$ cat config.mk
export PLATFORM = sky130hd
export DESIGN_NAME = detector_hit_histogrammer_core
export DESIGN_NICKNAME = d
export VERILOG_FILES = /design/src/rtl/dhh_pkg.sv /design/src/rtl/dhh_ram.sv /design/src/rtl/dhh_ctrl.sv /design/src/rtl/dhh_datapath.sv /design/src/rtl/detector_hit_histogrammer_core.sv
export SDC_FILE = /design/constraint.sdc
export NUM_CORES = 1
export LEC_CHECK = 0
export BUFFER_PORTS_ARGS = -buffer_cell sky130_fd_sc_hd__buf_2
export CAP_MARGIN = 20
export CORE_MARGIN = 4
export CORE_UTILIZATION = 49
export CTS_CLUSTER_SIZE = 40
export DETAILED_ROUTE_END_ITERATION = 16
export PLACE_DENSITY = 0.76
export SLEW_MARGIN = 20
export SYNTH_ARGS = -nofsm -noshare
export SYNTH_HDL_FRONTEND = slang
export SYNTH_SLANG_ARGS = --single-unit
$ cat constraint.sdc
create_clock -name i_clk -period 2.7 [get_ports i_clk]
set_input_delay 0.405 -clock i_clk [delete_from_list [all_inputs] [get_ports i_clk]]
set_output_delay 0.405 -clock i_clk [all_outputs]
set_load 0.05 [all_outputs]
$ cat src/rtl/dhh_pkg.sv
// ----------------------------------------------------------------------------
// dhh_pkg
// Shared types and constants of the detector hit histogrammer.
// ----------------------------------------------------------------------------
package dhh_pkg;

    localparam int STRIP_BINS = 1024;
    localparam int ADC_BINS   = 4096;
    localparam int BIN_W      = 32;

    localparam int STRIP_W = $clog2(STRIP_BINS);
    localparam int ADC_W   = $clog2(ADC_BINS);
    localparam int SWP_BINS = (ADC_BINS > STRIP_BINS) ? ADC_BINS : STRIP_BINS;
    localparam int SWP_W    = $clog2(SWP_BINS);

    localparam int OPCODE_W = 2;
    localparam int STRIP_FW = 10;
    localparam int ADC_FW   = 12;
    localparam int SUM_W    = 32;
    localparam int CNT_W    = 32;
    localparam int DSHIFT_W = 6;
    localparam logic [DSHIFT_W-1:0] DSHIFT_MAX = DSHIFT_W'(32);

    localparam int S_TDATA_W = 56;
    localparam int M_TDATA_W = 72;

    typedef enum logic [OPCODE_W-1:0] {
        OP_X_HIT   = 2'd0,
        OP_Y_HIT   = 2'd1,
        OP_CLUSTER = 2'd2,
        OP_CLEAR   = 2'd3
    } t_op;

    typedef enum logic [2:0] {
        S_SWEEP,
        S_IDLE,
        S_READ,
        S_WRITE,
        S_DONE
    } t_state;

    typedef struct packed {
        logic load;
        logic wr;
        logic sweep;
        logic out_load;
    } t_cmd;

    typedef struct packed {
        logic in_clear;
        logic sweep_last;
        logic out_free;
    } t_sts;

endpackage

$ cat src/rtl/dhh_ram.sv
// ----------------------------------------------------------------------------
// dhh_ram
// Generic single write port, single read port RAM with registered read.
// ----------------------------------------------------------------------------
module dhh_ram #(
    parameter int WIDTH = 32,
    parameter int DEPTH = 1024
) (
    input  logic                     i_clk,
    input  logic                     i_we,
    input  logic [$clog2(DEPTH)-1:0] i_waddr,
    input  logic [WIDTH-1:0]         i_wdata,
    input  logic [$clog2(DEPTH)-1:0] i_raddr,
    output logic [WIDTH-1:0]         o_rdata
);

    logic [WIDTH-1:0] r_mem [DEPTH];
    logic [WIDTH-1:0] r_rdata;

    always_ff @(posedge i_clk) begin
        if (i_we) begin
            r_mem[i_waddr] <= i_wdata;
        end
        r_rdata <= r_mem[i_raddr];
    end

    assign o_rdata = r_rdata;

endmodule

$ cat src/rtl/dhh_ctrl.sv
// ----------------------------------------------------------------------------
// dhh_ctrl
// Sequencer: clearing sweep, read-modify-write of the bins, result hand-off.
// ----------------------------------------------------------------------------
module dhh_ctrl
    import dhh_pkg::*;
(
    input  logic i_clk,
    input  logic i_rst_n,
    input  logic i_in_valid,
    output logic o_in_ready,
    input  t_sts i_sts,
    output t_cmd o_cmd
);

    t_state r_state, n_state;
    logic   r_clr_item, n_clr_item;

    always_ff @(posedge i_clk) begin
        if (!i_rst_n) begin
            r_state    <= S_SWEEP;
            r_clr_item <= 1'b0;
        end else begin
            r_state    <= n_state;
            r_clr_item <= n_clr_item;
        end
    end

    always_comb begin
        n_state    = r_state;
        n_clr_item = r_clr_item;
        unique case (r_state)
            S_SWEEP: begin
                if (i_sts.sweep_last) begin
                    n_state    = r_clr_item ? S_DONE : S_IDLE;
                    n_clr_item = 1'b0;
                end
            end
            S_IDLE: begin
                if (i_in_valid) begin
                    if (i_sts.in_clear) begin
                        n_state    = S_SWEEP;
                        n_clr_item = 1'b1;
                    end else begin
                        n_state = S_READ;
                    end
                end
            end
            S_READ:  n_state = S_WRITE;
            S_WRITE: n_state = S_DONE;
            S_DONE: begin
                if (i_sts.out_free) begin
                    n_state = S_IDLE;
                end
            end
            default: n_state = S_IDLE;
        endcase
    end

    always_comb begin
        o_cmd      = '0;
        o_in_ready = 1'b0;
        unique case (r_state)
            S_SWEEP: o_cmd.sweep = 1'b1;
            S_IDLE: begin
                o_in_ready = 1'b1;
                o_cmd.load = i_in_valid;
            end
            S_READ:  o_cmd = '0;
            S_WRITE: o_cmd.wr = 1'b1;
            S_DONE:  o_cmd.out_load = i_sts.out_free;
            default: o_cmd = '0;
        endcase
    end

    a_sweep_holds: assert property (@(posedge i_clk) disable iff (!i_rst_n)
        (r_state == S_SWEEP && !i_sts.sweep_last) |=> (r_state == S_SWEEP))
        else $error("sweep left early");

    a_rmw_order: assert property (@(posedge i_clk) disable iff (!i_rst_n)
        (r_state == S_IDLE && i_in_valid && !i_sts.in_clear)
        |=> (r_state == S_READ) ##1 (r_state == S_WRITE) ##1 (r_state == S_DONE))
        else $error("bin update sequence broken");

    a_done_release: assert property (@(posedge i_clk) disable iff (!i_rst_n)
        (r_state == S_DONE && i_sts.out_free) |=> (r_state == S_IDLE))
        else $error("result hand-off stuck");

endmodule

$ cat src/rtl/dhh_datapath.sv
// ----------------------------------------------------------------------------
// dhh_datapath
// Item registers, bin RAMs, counters, downshift register and result register.
// ----------------------------------------------------------------------------
module dhh_datapath
    import dhh_pkg::*;
(
    input  logic                  i_clk,
    input  logic                  i_rst_n,
    input  t_cmd                  i_cmd,
    output t_sts                  o_sts,
    input  logic [OPCODE_W-1:0]   i_opcode,
    input  logic [STRIP_FW-1:0]   i_strip,
    input  logic [ADC_FW-1:0]     i_adc,
    input  logic [SUM_W-1:0]      i_cluster_sum,
    input  logic                  i_cfg_we,
    input  logic [DSHIFT_W-1:0]   i_cfg_wdata,
    output logic                  o_out_valid,
    input  logic                  i_out_ready,
    output logic [M_TDATA_W-1:0]  o_out_data
);

    t_op                 r_op;
    logic                r_ok;
    logic                r_drop;
    logic [STRIP_W-1:0]  r_strip;
    logic [ADC_W-1:0]    r_adc;
    logic [ADC_W-1:0]    r_cidx;
    logic [DSHIFT_W-1:0] r_dshift;
    logic [CNT_W-1:0]    r_hits;
    logic [CNT_W-1:0]    r_clusters;
    logic [SWP_W-1:0]    r_swp, n_swp;
    logic                r_out_valid;
    logic [M_TDATA_W-1:0] r_out_data;

    t_op              in_op;
    logic [31:0]      strip_ext;
    logic [31:0]      adc_ext;
    logic [SUM_W-1:0] cidx;
    logic             hit_ok;
    logic             clu_ok;
    logic             sum_nz;
    logic             swp_last;
    logic             sw_strip;
    logic             sw_adc;
    logic             empty;

    logic [BIN_W-1:0]     xs_rd, ys_rd, xa_rd, ya_rd, cl_rd;
    logic                 xs_we, ys_we, xa_we, ya_we, cl_we;
    logic [STRIP_W-1:0]   strip_waddr;
    logic [ADC_W-1:0]     adc_waddr;
    logic [ADC_W-1:0]     cl_waddr;
    logic [BIN_W-1:0]     xs_wd, ys_wd, xa_wd, ya_wd, cl_wd;

    assign in_op     = t_op'(i_opcode);
    assign strip_ext = 32'(i_strip);
    assign adc_ext   = 32'(i_adc);
    assign cidx      = (i_cluster_sum == '0 || r_dshift >= DSHIFT_MAX) ? '0
                       : (i_cluster_sum >> r_dshift);
    assign sum_nz    = (i_cluster_sum != '0);
    assign hit_ok    = (strip_ext < 32'(STRIP_BINS)) && (adc_ext < 32'(ADC_BINS));
    assign clu_ok    = sum_nz && (cidx < 32'(ADC_BINS));

    always_ff @(posedge i_clk) begin
        if (i_cmd.load) begin
            r_op    <= in_op;
            r_strip <= strip_ext[STRIP_W-1:0];
            r_adc   <= adc_ext[ADC_W-1:0];
            r_cidx  <= cidx[ADC_W-1:0];
            unique case (in_op)
                OP_X_HIT, OP_Y_HIT: begin
                    r_ok   <= hit_ok;
                    r_drop <= !hit_ok;
                end
                OP_CLUSTER: begin
                    r_ok   <= clu_ok;
                    r_drop <= sum_nz && !clu_ok;
                end
                default: begin
                    r_ok   <= 1'b0;
                    r_drop <= 1'b0;
                end
            endcase
        end
    end

    always_ff @(posedge i_clk) begin
        if (!i_rst_n) begin
            r_dshift <= '0;
        end else if (i_cfg_we) begin
            r_dshift <= (i_cfg_wdata > DSHIFT_MAX) ? DSHIFT_MAX : i_cfg_wdata;
        end
    end

    assign swp_last = (r_swp == SWP_W'(SWP_BINS - 1));
    assign n_swp    = swp_last ? '0 : r_swp + SWP_W'(1);
    assign sw_strip = ({1'b0, r_swp} < (SWP_W + 1)'(STRIP_BINS));
    assign sw_adc   = ({1'b0, r_swp} < (SWP_W + 1)'(ADC_BINS));

    always_ff @(posedge i_clk) begin
        if (!i_rst_n) begin
            r_swp <= '0;
        end else if (i_cmd.sweep) begin
            r_swp <= n_swp;
        end
    end

    always_ff @(posedge i_clk) begin
        if (!i_rst_n || i_cmd.sweep) begin
            r_hits     <= '0;
            r_clusters <= '0;
        end else if (i_cmd.wr && r_ok) begin
            if (r_op == OP_X_HIT || r_op == OP_Y_HIT) begin
                r_hits <= r_hits + CNT_W'(1);
            end else if (r_op == OP_CLUSTER) begin
                r_clusters <= r_clusters + CNT_W'(1);
            end
        end
    end

    assign strip_waddr = i_cmd.sweep ? r_swp[STRIP_W-1:0] : r_strip;
    assign adc_waddr   = i_cmd.sweep ? r_swp[ADC_W-1:0] : r_adc;
    assign cl_waddr    = i_cmd.sweep ? r_swp[ADC_W-1:0] : r_cidx;

    assign xs_we = (i_cmd.sweep && sw_strip) || (i_cmd.wr && r_ok && r_op == OP_X_HIT);
    assign ys_we = (i_cmd.sweep && sw_strip) || (i_cmd.wr && r_ok && r_op == OP_Y_HIT);
    assign xa_we = (i_cmd.sweep && sw_adc) || (i_cmd.wr && r_ok && r_op == OP_X_HIT);
    assign ya_we = (i_cmd.sweep && sw_adc) || (i_cmd.wr && r_ok && r_op == OP_Y_HIT);
    assign cl_we = (i_cmd.sweep && sw_adc) || (i_cmd.wr && r_ok && r_op == OP_CLUSTER);

    assign xs_wd = i_cmd.sweep ? '0 : xs_rd + BIN_W'(1);
    assign ys_wd = i_cmd.sweep ? '0 : ys_rd + BIN_W'(1);
    assign xa_wd = i_cmd.sweep ? '0 : xa_rd + BIN_W'(1);
    assign ya_wd = i_cmd.sweep ? '0 : ya_rd + BIN_W'(1);
    assign cl_wd = i_cmd.sweep ? '0 : cl_rd + BIN_W'(1);

    dhh_ram #(.WIDTH(BIN_W), .DEPTH(STRIP_BINS)) u_x_strip (
        .i_clk(i_clk), .i_we(xs_we), .i_waddr(strip_waddr), .i_wdata(xs_wd),
        .i_raddr(r_strip), .o_rdata(xs_rd)
    );

    dhh_ram #(.WIDTH(BIN_W), .DEPTH(STRIP_BINS)) u_y_strip (
        .i_clk(i_clk), .i_we(ys_we), .i_waddr(strip_waddr), .i_wdata(ys_wd),
        .i_raddr(r_strip), .o_rdata(ys_rd)
    );

    dhh_ram #(.WIDTH(BIN_W), .DEPTH(ADC_BINS)) u_x_adc (
        .i_clk(i_clk), .i_we(xa_we), .i_waddr(adc_waddr), .i_wdata(xa_wd),
        .i_raddr(r_adc), .o_rdata(xa_rd)
    );

    dhh_ram #(.WIDTH(BIN_W), .DEPTH(ADC_BINS)) u_y_adc (
        .i_clk(i_clk), .i_we(ya_we), .i_waddr(adc_waddr), .i_wdata(ya_wd),
        .i_raddr(r_adc), .o_rdata(ya_rd)
    );

    dhh_ram #(.WIDTH(BIN_W), .DEPTH(ADC_BINS)) u_cluster (
        .i_clk(i_clk), .i_we(cl_we), .i_waddr(cl_waddr), .i_wdata(cl_wd),
        .i_raddr(r_cidx), .o_rdata(cl_rd)
    );

    assign empty = (r_hits == '0) && (r_clusters == '0);

    always_ff @(posedge i_clk) begin
        if (!i_rst_n) begin
            r_out_valid <= 1'b0;
        end else if (i_cmd.out_load) begin
            r_out_valid <= 1'b1;
        end else if (i_out_ready) begin
            r_out_valid <= 1'b0;
        end
    end

    always_ff @(posedge i_clk) begin
        if (i_cmd.out_load) begin
            r_out_data <= {(M_TDATA_W - 2 * CNT_W - 2)'(0), r_drop, empty,
                           r_clusters, r_hits};
        end
    end

    assign o_out_valid = r_out_valid;
    assign o_out_data  = r_out_data;

    assign o_sts.in_clear   = (in_op == OP_CLEAR);
    assign o_sts.sweep_last = swp_last;
    assign o_sts.out_free   = !r_out_valid || i_out_ready;

    a_hits_step: assert property (@(posedge i_clk) disable iff (!i_rst_n)
        (i_cmd.wr && r_ok && (r_op == OP_X_HIT || r_op == OP_Y_HIT))
        |=> (r_hits == $past(r_hits) + CNT_W'(1)))
        else $error("hit counter not advanced");

    a_sweep_zero: assert property (@(posedge i_clk) disable iff (!i_rst_n)
        i_cmd.sweep |=> (r_hits == '0 && r_clusters == '0))
        else $error("counters not cleared by sweep");

    a_empty_flag: assert property (@(posedge i_clk) disable iff (!i_rst_n)
        r_out_valid |-> (r_out_data[2*CNT_W] ==
                         (r_out_data[CNT_W-1:0] == '0 && r_out_data[2*CNT_W-1:CNT_W] == '0)))
        else $error("empty flag inconsistent with totals");

endmodule

$ cat src/rtl/detector_hit_histogrammer_core.sv
// ----------------------------------------------------------------------------
// detector_hit_histogrammer_core
// Histogrammer for a two-axis strip detector: strip, ADC and cluster bins.
// ----------------------------------------------------------------------------
// Usage:
//   Items enter on the s_axis channel; tuser carries the opcode (x hit, y hit,
//   cluster sum, clear). Each item gives one result on m_axis with the hit
//   and cluster totals after the item, an empty flag and a dropped flag.
//   i_cfg_we writes the cluster downshift (values above 32 are held as 32);
//   write it only while no transaction is in flight.
//   Hit and cluster items: one read-modify-write of the bin RAMs (states READ,
//   WRITE, DONE); a new item is taken only after the result is loaded.
//   The registered RAM read makes the READ state necessary.
//   Clear items: a zeroing sweep over all bin RAMs, one address per cycle;
//   the result is loaded once the sweep has ended and the register is free.
//   Reset: the same sweep runs; s_axis_tready stays low until done.
//   Stall: a result waits in the output register; one further item is
//   accepted and processed, then holds until the register frees.
// ----------------------------------------------------------------------------
module detector_hit_histogrammer_core
    import dhh_pkg::*;
(
    input  logic                  i_clk,
    input  logic                  i_rst_n,
    input  logic                  s_axis_tvalid,
    output logic                  s_axis_tready,
    input  logic [S_TDATA_W-1:0]  s_axis_tdata,  // strip[9:0], adc[21:10], cluster_sum[53:22]
    input  logic [OPCODE_W-1:0]   s_axis_tuser,  // opcode[1:0]
    output logic                  m_axis_tvalid,
    input  logic                  m_axis_tready,
    output logic [M_TDATA_W-1:0]  m_axis_tdata,  // hits_total[31:0], clusters_total[63:32],
                                                 // empty_res[64], dropped[65]
    input  logic                  i_cfg_we,
    input  logic [DSHIFT_W-1:0]   i_cfg_wdata
);

    t_cmd cmd;
    t_sts sts;

    dhh_ctrl u_ctrl (
        .i_clk      (i_clk),
        .i_rst_n    (i_rst_n),
        .i_in_valid (s_axis_tvalid),
        .o_in_ready (s_axis_tready),
        .i_sts      (sts),
        .o_cmd      (cmd)
    );

    dhh_datapath u_datapath (
        .i_clk         (i_clk),
        .i_rst_n       (i_rst_n),
        .i_cmd         (cmd),
        .o_sts         (sts),
        .i_opcode      (s_axis_tuser),
        .i_strip       (s_axis_tdata[STRIP_FW-1:0]),
        .i_adc         (s_axis_tdata[STRIP_FW+ADC_FW-1:STRIP_FW]),
        .i_cluster_sum (s_axis_tdata[STRIP_FW+ADC_FW+SUM_W-1:STRIP_FW+ADC_FW]),
        .i_cfg_we      (i_cfg_we),
        .i_cfg_wdata   (i_cfg_wdata),
        .o_out_valid   (m_axis_tvalid),
        .i_out_ready   (m_axis_tready),
        .o_out_data    (m_axis_tdata)
    );

endmodule

# Word level (Yosys, flattened, before mapping)
# Cells that the tools add are included.
# word_totals
output_inout_bits,74
register_bits,157
elab_cells,84
# op_classes
bitwise_logic,1
n_reduce_logical,27
n_addsub,3
eq_ne,14
magnitude_cmp,5
n_mux,22
n_shift,1
# ops
cell,n
32-bit logical NOT,3
"32-bit by 1-bit adder with 32-bit output, second input constant",2
"32-bit by 13-bit less-than comparator with 1-bit output, second input constant",1
32-bit two-way mux,1
32-bit nonzero test,1
32-bit by 6-bit right shift with 32-bit output,1
3-bit one-hot mux with 5 select lines,1
"12-bit by 13-bit less-than comparator with 1-bit output, second input constant",1
"12-bit by 1-bit adder with 12-bit output, second input constant",1
"12-bit equality test, second input constant",1
12-bit two-way mux,1
3-bit two-way mux,4
"10-bit by 11-bit less-than comparator with 1-bit output, second input constant",1
1-bit two-way mux,10
"2-bit equality test, second input constant",3
"3-bit by 2-bit equality test with 1-bit output, second input constant",2
"6-bit greater-or-equal comparator, second input constant",1
"6-bit > comparator, second input constant",1
6-bit two-way mux,1
1-bit one-hot mux with 2 select lines,3
3-bit AND reduction,2
1-bit logical AND,5
"2-bit by 1-bit equality test with 1-bit output, second input constant",2
1-bit logical NOT,4
13 further kinds,20

# Longest topological paths before layout
# Gate-level depths: netlist of the first run.
# depth
ltp_word,8
mapped_depth,8
mapped_depth_nobuf,6

# Modules after synthesis
# From an unflattened synthesis of the first run, not the netlist that was laid out.
# hier_totals
hier_cells,610
area_unflattened_um2,6588.8
# by_module_without_submodules
module,cells_each,instances,seq_area_each_um2,area_each_um2
dhh_datapath,576,1,3763.6,6311.1
dhh_ctrl,34,1,80.1,277.8

# Worst setup path after synthesis of the first run
# OpenSTA, ideal clock, no wires.
# synth_path
path_kind,register -> register
from,register u_datapath.r_out_valid (netlist: u_datapath.o_out_valid)
to,"register u_datapath.r_out_data[0] (netlist: u_datapath.o_out_data[0]), enable pin"
stages_incl_launch_ff,3
period_less_slack_ns,2.674
path_slack_ns,0.026
required_time_ns,2.269
arrival_time_ns,2.243
path_cell_list,dfxtp_1 nand2b_1 and3_1
# synth_lines
element,line_no,text
from (decl),dhh_datapath.sv:33,logic r_out_valid;
from (signal assigned),dhh_datapath.sv:166,r_out_valid <= 1'b0;
from (signal assigned),dhh_datapath.sv:168,r_out_valid <= 1'b1;
from (signal assigned),dhh_datapath.sv:170,r_out_valid <= 1'b0;
to (signal assigned),dhh_datapath.sv:176,"r_out_data <= {(M_TDATA_W - 2 * CNT_W - 2)'(0), r_drop, empty,"
to (decl),dhh_datapath.sv:34,logic [M_TDATA_W-1:0] r_out_data;

# Final worst setup path of the first run
# layout_path
from,register u_datapath.r_hits[8]
to,register u_datapath.r_hits[31]
# layout_between
elab_chain_len,1
# layout_lines
element,line_no,text
from (decl),dhh_datapath.sv:30,logic [CNT_W-1:0] r_hits;
from (signal assigned),dhh_datapath.sv:114,r_hits <= r_hits + CNT_W'(1);
32-bit by 1-bit adder with 32-bit output,dhh_datapath.sv:114,
# No other way between the ends.
# A chain may end at the register's enable or synchronous reset.

==> run_results.csv, run 1 <==
group,metric,value,unit
status,status,"finished, final reports clean",
place,portBuffers,112,
routing,viasPerCell,5.43,
floorplanning,die_area,0.0156,sq mm
logic_synthesis,synth_top_family_by_area,"simple AND/OR/NAND/NOR gates",
logic_synthesis,synth-edff-count,70,
routing,vias,5041,
worst_setup_path,criticalPathCategory,"reg -> reg",
worst_setup_path,cp_max_fo,11,
logic_synthesis,synth-adder-area-share,0.937,%
cts,post_cts_buffers,0,
power_and_ir_drop,cellLeakagePower,3.07,nW
global_routing,grt_use_total,18.7,%
cts,clk_pin_slew_worst_paths,0.06,ns
global_routing,grt_max_degree,65,
routing,antenna_left,0,
cts,clock_latency,0.42,ns
timing,rsz0062_at_grt,"false",
logic_synthesis,synth_simple_gate_area_share,23.7,%
timing,fin_skew,0.00793,ns
timing,tightest_slew,0.717,ns
logic_synthesis,syn_area_per_cell,10.7,sq um
worst_setup_path,path_cells,"nand4_2 > nor4_1 > nand4_1 > nor3_1 > xnor2_1 > nor2_1",
place,gp_congestion,0.882,
cells_and_area,syn2layout_area_growth,19.5,%
worst_setup_path,crit_required,3.00,ns
logic_synthesis,yosysMostFrequentCell,"dfxtp_1",
run,maxCapViolations,0,
global_routing,antenna_found_initial,0,
floorplanning,start_util,50.2,%
logic_synthesis,muxShareOfSynthArea,0.881,%
power_and_ir_drop,powerDensity,609,mW/mm^2
min_path,holdPathStages,1,
worst_setup_path,cp_data_arrival_time,2.68,ns
worst_setup_path,worstRegToRegCells,6,
cts,h-tree-depth,4,
floorplanning,fp.coreArea,0.0133,sq mm
worst_setup_path,slowest_delay,0.49,ns
cts,clock_sinks,157,
global_routing,grt-ovfl-total,0,
timing,max_freq,420,MHz
global_routing,grt_pass1_wl,23900,um
logic_synthesis,synth_common_cells,"87 x dfxtp_1, 74 x nor2_1, 70 x edfxtp_1",
floorplanning,die_width,125,um
logic_synthesis,synth_cell_type_count,53,
routing,drc_errors,0,
cts,root_buffer,"clkbuf_16",
logic_synthesis,ys_async_sr_fraction,0,%
cts,numCtsBuffers,17,
routing,dr.pass1.iters,5,
cells_and_area,drive_gt1_share,22.3,%
cts,cts_tree,"yes",
cts,cts_hold_buffers,0,
logic_synthesis,synth_xor_area_share,8.00,%
floorplanning,pin_count,143,
timing,min_period,2.38,ns
logic_synthesis,ys_seq_area_share,57.6,%
timing,period_share,88.2,%
global_routing,grt_pass1_vias,5048,
timing,setup_viol,0,
worst_setup_path,critPathSlowestCell,"nor4_1",
cells_and_area,fin_nets,814,
logic_synthesis,synth-compound-area-share,5.87,%
cells_and_area,final_area,0.00798,sq mm
cts,cts-resized-gates,0,
logic_synthesis,yosys.area.top_type_share,31.5,%
floorplanning,die_h,125,um
routing,wire_per_inst,15.3,um
logic_synthesis,yosys-top-cells-area,"edfxtp_1 31%, dfxtp_1 26%, nor2_1 4.2%",
floorplanning,row_count,42,
place,dp_hpwl,10200,um
cts,clockBufferDepth,2,
timing,setup_tns,0,ns
timing,finalHoldViolCount,0,
worst_setup_path,start_kind,"register",
routing,drt_iter0_drc,295,
logic_synthesis,synthCells,622,
logic_synthesis,synth-seq-cells,157,
worst_setup_path,crit_path_end_kind,"register",
timing,maxSlewHeadroom,51.7,%
routing,routed_wl,14200,um
logic_synthesis,netlist_area,0.00668,sq mm
min_path,hp-class,"in -> reg",
logic_synthesis,ys.flop_type,"dfxtp_1",
power_and_ir_drop,max-vdd-ir-drop,0.000342,V
timing,maxSlewViolCount,0,
place,dpl_cell_area,0.00741,sq mm
logic_synthesis,yosys.area.top_type,"edfxtp_1",
cells_and_area,antenna_cells,0,
logic_synthesis,yosys_warnings,0,
-- critical path, delay by kind of cell (launching register included) --
kind          cells  cell delay [ns]
xor+xnor          1             0.15
flops             1             0.48
simple gates      5             1.65
-- cell families (layout without fill, tap and decap cells) --
| family | after synthesis | in the layout |
|---|---|---|
| compound gates | 62 | 62 |
| xor+xnor | 61 | 61 |
| fa+ha+maj | 5 | 5 |
| buf+inv | 44 | 170 |
| flops | 157 | 157 |
| mux | 5 | 5 |
| other cells | 1 | 6 |
| simple gates | 287 | 287 |
-- power breakdown --
| part | switching (mW) | total [mW] | internal [mW] | leakage [nW] |
|---|---|---|---|---|
| sequential | 0.0112 | 2.48 | 2.47 | 1.50 |
| combinational | 0.0695 | 0.124 | 0.0541 | 1.31 |
| clock | 0.898 | 2.25 | 1.36 | 0.261 |
| total | 0.979 | 4.86 | 3.88 | 3.07 |
-- layer usage --
metal	GRT usage (%)	part of all wire [%]	wire [um]	up-vias
met5	0	0	0	-
met4	8.58	2.1	303	0
met3	4.89	6.2	882	28
met2	31.9	50	7090	186
met1	22.1	42	5970	2358
li1	-	-	-	2469
-- cells in the final DEF, fill, tap and decap left out, types with 2 or more instances in the layout --
cell and instances:
xnor2_1 30, bufinv_16 2, nand4_1 26, clkbuf_16 17, a21oi_1 20, mux2_2 3, nor4_1 29, nor3_1 15
clkbuf_1 4, ha_1 5, nor2_2 3, nand2_1 45, nand4_2 2, xor2_1 31, and2_1 14, o211a_1 2
edfxtp_1 70, buf_12 2, clkinv_2 2, a211oi_1 7, nor4_4 3, nor3_2 5, dfxtp_1 87, nor2_1 74
and4_1 5, nand2b_1 4, o22ai_1 5, nor2b_1 9, buf_2 112, and3_1 10, inv_1 23, or4_1 2
nand3_1 18, conb_1 6, o21ai_0 16, o31ai_1 2, or3_2 2, clkinvlp_4 4, or3_1 14
-- state kept, by name, indices dropped and copies added, names as in the netlist --
| register | count |
|---|---|
| u_datapath.r_op | 2 |
| u_ctrl.r_clr_item | 1 |
| u_datapath.o_out_data | 66 |
| u_ctrl.r_state | 3 |
| u_datapath.r_drop | 1 |
| u_datapath.r_dshift | 6 |
| u_datapath.r_ok | 1 |
| u_datapath.o_out_valid | 1 |
| u_datapath.r_clusters | 32 |
| u_datapath.r_hits | 32 |
| u_datapath.r_swp | 12 |
-- final cells by class --
cell class	count	area, sq um
fillers	1070	5320
flip-flops and latches	157	3840
multi-input cells	426	2660
repair buffers	115	608
clock buffers	21	440
well taps	176	220
clock inverters	11	121
inverters	23	86.3
-- final timing paths --
kind                            slack [ns]                   endpoint                  from
worst max-delay path                  0.32      u_datapath.r_hits[31]  u_datapath.r_hits[8]
worst min-delay path                  0.24         u_datapath.r_op[0]       s_axis_tuser[0]
worst max register to register        0.32      u_datapath.r_hits[31]  u_datapath.r_hits[8]
worst min register to register        0.43  u_datapath.o_out_data[65]     u_datapath.r_drop
-- through the flow --
step                hold WS [ns]  worst slack [ns]  total power, mW  utilization, %  cells
floorplan                  0.400            0.0256             2.61               -    627
global placement           0.403             0.469             2.65            55.8    897
detailed placement         0.406             0.384             2.65            55.8    897
CTS                        0.218             0.362             4.90            60.0    929
global route               0.239            0.0741             5.02            60.0    929
finish                     0.239             0.317             4.86            60.0    929
Power figures use the tool's default switching activity.
==> run 2: changes to the inputs <==
==> constraint.sdc (replaced) <==
create_clock -name i_clk -period 2.1 [get_ports i_clk]
set_input_delay 0.315 -clock i_clk [delete_from_list [all_inputs] [get_ports i_clk]]
set_output_delay 0.315 -clock i_clk [all_outputs]
set_load 0.05 [all_outputs]
==> run 2 against run 1 <==
  * Die area stayed put
  * Utilization is 2.6 points higher
  * Combinational power is 48% higher
  * Power is 37% higher
  * Register-to-register slack worse by 0.22 ns
  * Critical path depth stayed put
  * Flip-flop and latch count stayed put
  * Via count is 2.3% higher
  * Cell area is 4.3% higher
  * Cell count is 2.5% higher
  * Global-route usage is 0.19 points lower
  * Fmax is 19% higher
  * Largest power group is now the clock network
  * Highest routed layer unchanged
==> run_results.csv, run 2 (synthesis gave the netlist of run 1 again) <==
group,metric,value,unit
routing,viasPerCell,5.42,
cells_and_area,multi_input_area,0.00272,sq mm
floorplanning,pin_count,143,
run,maxCapViolations,0,
floorplanning,start_util,50.2,%
power_and_ir_drop,power_frac_comb,2.7,%
routing,routed_wl,14500,um
cts,h-tree-depth,4,
cts,clockBufferDepth,2,
status,status,"finished, final reports clean",
floorplanning,row_count,42,
cells_and_area,drive_gt1_share,26.4,%
worst_setup_path,crit_required,2.28,ns
cells_and_area,fillers,1059,
timing,tightest_slew,0.567,ns
routing,vias,5159,
min_path,hp-class,"in -> reg",
timing,period_share,95.3,%
power_and_ir_drop,p_total,6.68,mW
floorplanning,die_area,0.0156,sq mm
timing,maxSlewHeadroom,61.9,%
cts,clk_pin_slew_worst_paths,0.06,ns
place,gp_congestion,0.881,
power_and_ir_drop,seqPwrFrac,47.7,%
cells_and_area,final_area,0.00832,sq mm
global_routing,grt-ovfl-total,0,
cells_and_area,largest_reg_flops,66,
cts,root_buffer,"clkbuf_16",
routing,drt_iter0_drc,346,
place,dp_hpwl,10100,um
power_and_ir_drop,power_frac_clock,49.5,%
cts,cts_hold_buffers,0,
cells_and_area,final_common_cell,"buf_2",
routing,antenna_left,0,
power_and_ir_drop,power.internal,5.37,mW
timing,min_period,2.00,ns
global_routing,grt_pass1_wl,23800,um
cts,cts_tree,"yes",
place,portBuffers,112,
timing,max_freq,500,MHz
cells_and_area,stdcell_count,952,
cells_and_area,layout_common_cells,"112 x buf_2, 84 x dfxtp_1, 74 x nor2_1",
worst_setup_path,criticalPathCategory,"reg -> reg",
floorplanning,die_h,125,um
cts,clock_sinks,157,
routing,drc_errors,0,
routing,dr.pass1.iters,5,
power_and_ir_drop,cellLeakagePower,3.26,nW
cells_and_area,antenna_cells,0,
cells_and_area,seqCellArea,0.00385,sq mm
timing,setup_viol,0,
cells_and_area,syn2layout_area_growth,24.6,%
timing,holdWs,0.161,ns
power_and_ir_drop,max-vdd-ir-drop,0.000471,V
global_routing,grt_pass1_vias,5029,
cells_and_area,fin_nets,837,
timing,fin_ws,0.0983,ns
worst_setup_path,cp_max_fo,4,
place,placed_cells,915,
place,pre_cts_ws,-0.0709,ns
global_routing,antenna_found_initial,0,
place,dpl_cell_area,0.00755,sq mm
global_routing,grt_use_total,18.5,%
cts,clock_latency,0.42,ns
timing,finalHoldViolCount,0,
cts,numCtsBuffers,17,
floorplanning,die_width,125,um
timing,fin_skew,0.00665,ns
power_and_ir_drop,p_switching,1.31,mW
power_and_ir_drop,swShare,19.7,%
worst_setup_path,start_kind,"register",
global_routing,grt_max_degree,67,
power_and_ir_drop,powerDensity,803,mW/mm^2
worst_setup_path,crit_path_end_kind,"register",
routing,wire_per_inst,15.2,um
floorplanning,fp.coreArea,0.0133,sq mm
worst_setup_path,cp_data_arrival_time,2.18,ns
timing,maxSlewViolCount,0,
[run 2: changes by cell type in the layout (fill, tap and decap cells not counted), sizes merged]
cell	delta
buf	+23
bufinv	+3
clkbuf	-3
clkinvlp	-2
inv	+2
[run 2: power groups by stage]
stage / combinational [mW] / sequential [mW] / clock [mW]
final: 0.183 / 3.19 / 3.31
after global routing: 0.199 / 3.19 / 3.51
after CTS: 0.175 / 3.19 / 3.36
after detailed placement: 0.164 / 3.25 / 0
after global placement: 0.158 / 3.25 / 0
after floorplan: 0.103 / 3.25 / 0
[run 2: metrics by stage]
| stage | util (%) | setup TNS [ns] |
|---|---|---|
| floorplan | - | 0 |
| global placement | 56.8 | 0 |
| detailed placement | 56.8 | -0.0957 |
| CTS | 62.1 | 0 |
| global route | 62.6 | -0.0157 |
| finish | 62.6 | 0 |
[run 2: worst max-delay path, stage by stage, from the launching register on]
cell and delay (ns):
dfxtp_4 0.37, mux2_2 0.34, o32a_1 0.35, buf_4 0.16, o221ai_2 0.19, a211oi_2 0.12, o211a_1 0.23
[run 2: repair_timing]
item / CTS / global route
pin swaps: 2 / 6
resized for setup: 6 / 9
setup buffers: 3 / 2
endpoints found under the setup margin: 2 / 16
[run 2: final timing paths]
kind | start | to | slack (ns) | depth (start not counted)
setup / recovery | u_datapath.r_dshift[0] | u_datapath.r_drop | 0.1 | 6
hold / removal | s_axis_tuser[0] | u_datapath.r_op[0] | 0.16 | 1
setup reg to reg | u_datapath.r_dshift[0] | u_datapath.r_drop | 0.1 | 6
hold reg to reg | u_datapath.r_drop | u_datapath.o_out_data[65] | 0.42 | 0
[run 2: routing by layer]
metal	vias to the layer above	track usage (%)	part of all wire, %
met5	-	0	0
met4	0	8.12	1.9
met3	24	4.63	5.7
met2	152	31.5	50
met1	2460	22.3	42
li1	2523	-	-
[run 2: area by class of cell]
type                       instances  share of cell area [%]
sequential                       157                    46.3
multi-input combinational        426                    32.7
timing repair buffer             138                    9.58
clock buffer                      18                    5.16
tap                              176                    2.65
clock inverter                    14                    2.56
inverter                          23                    1.04
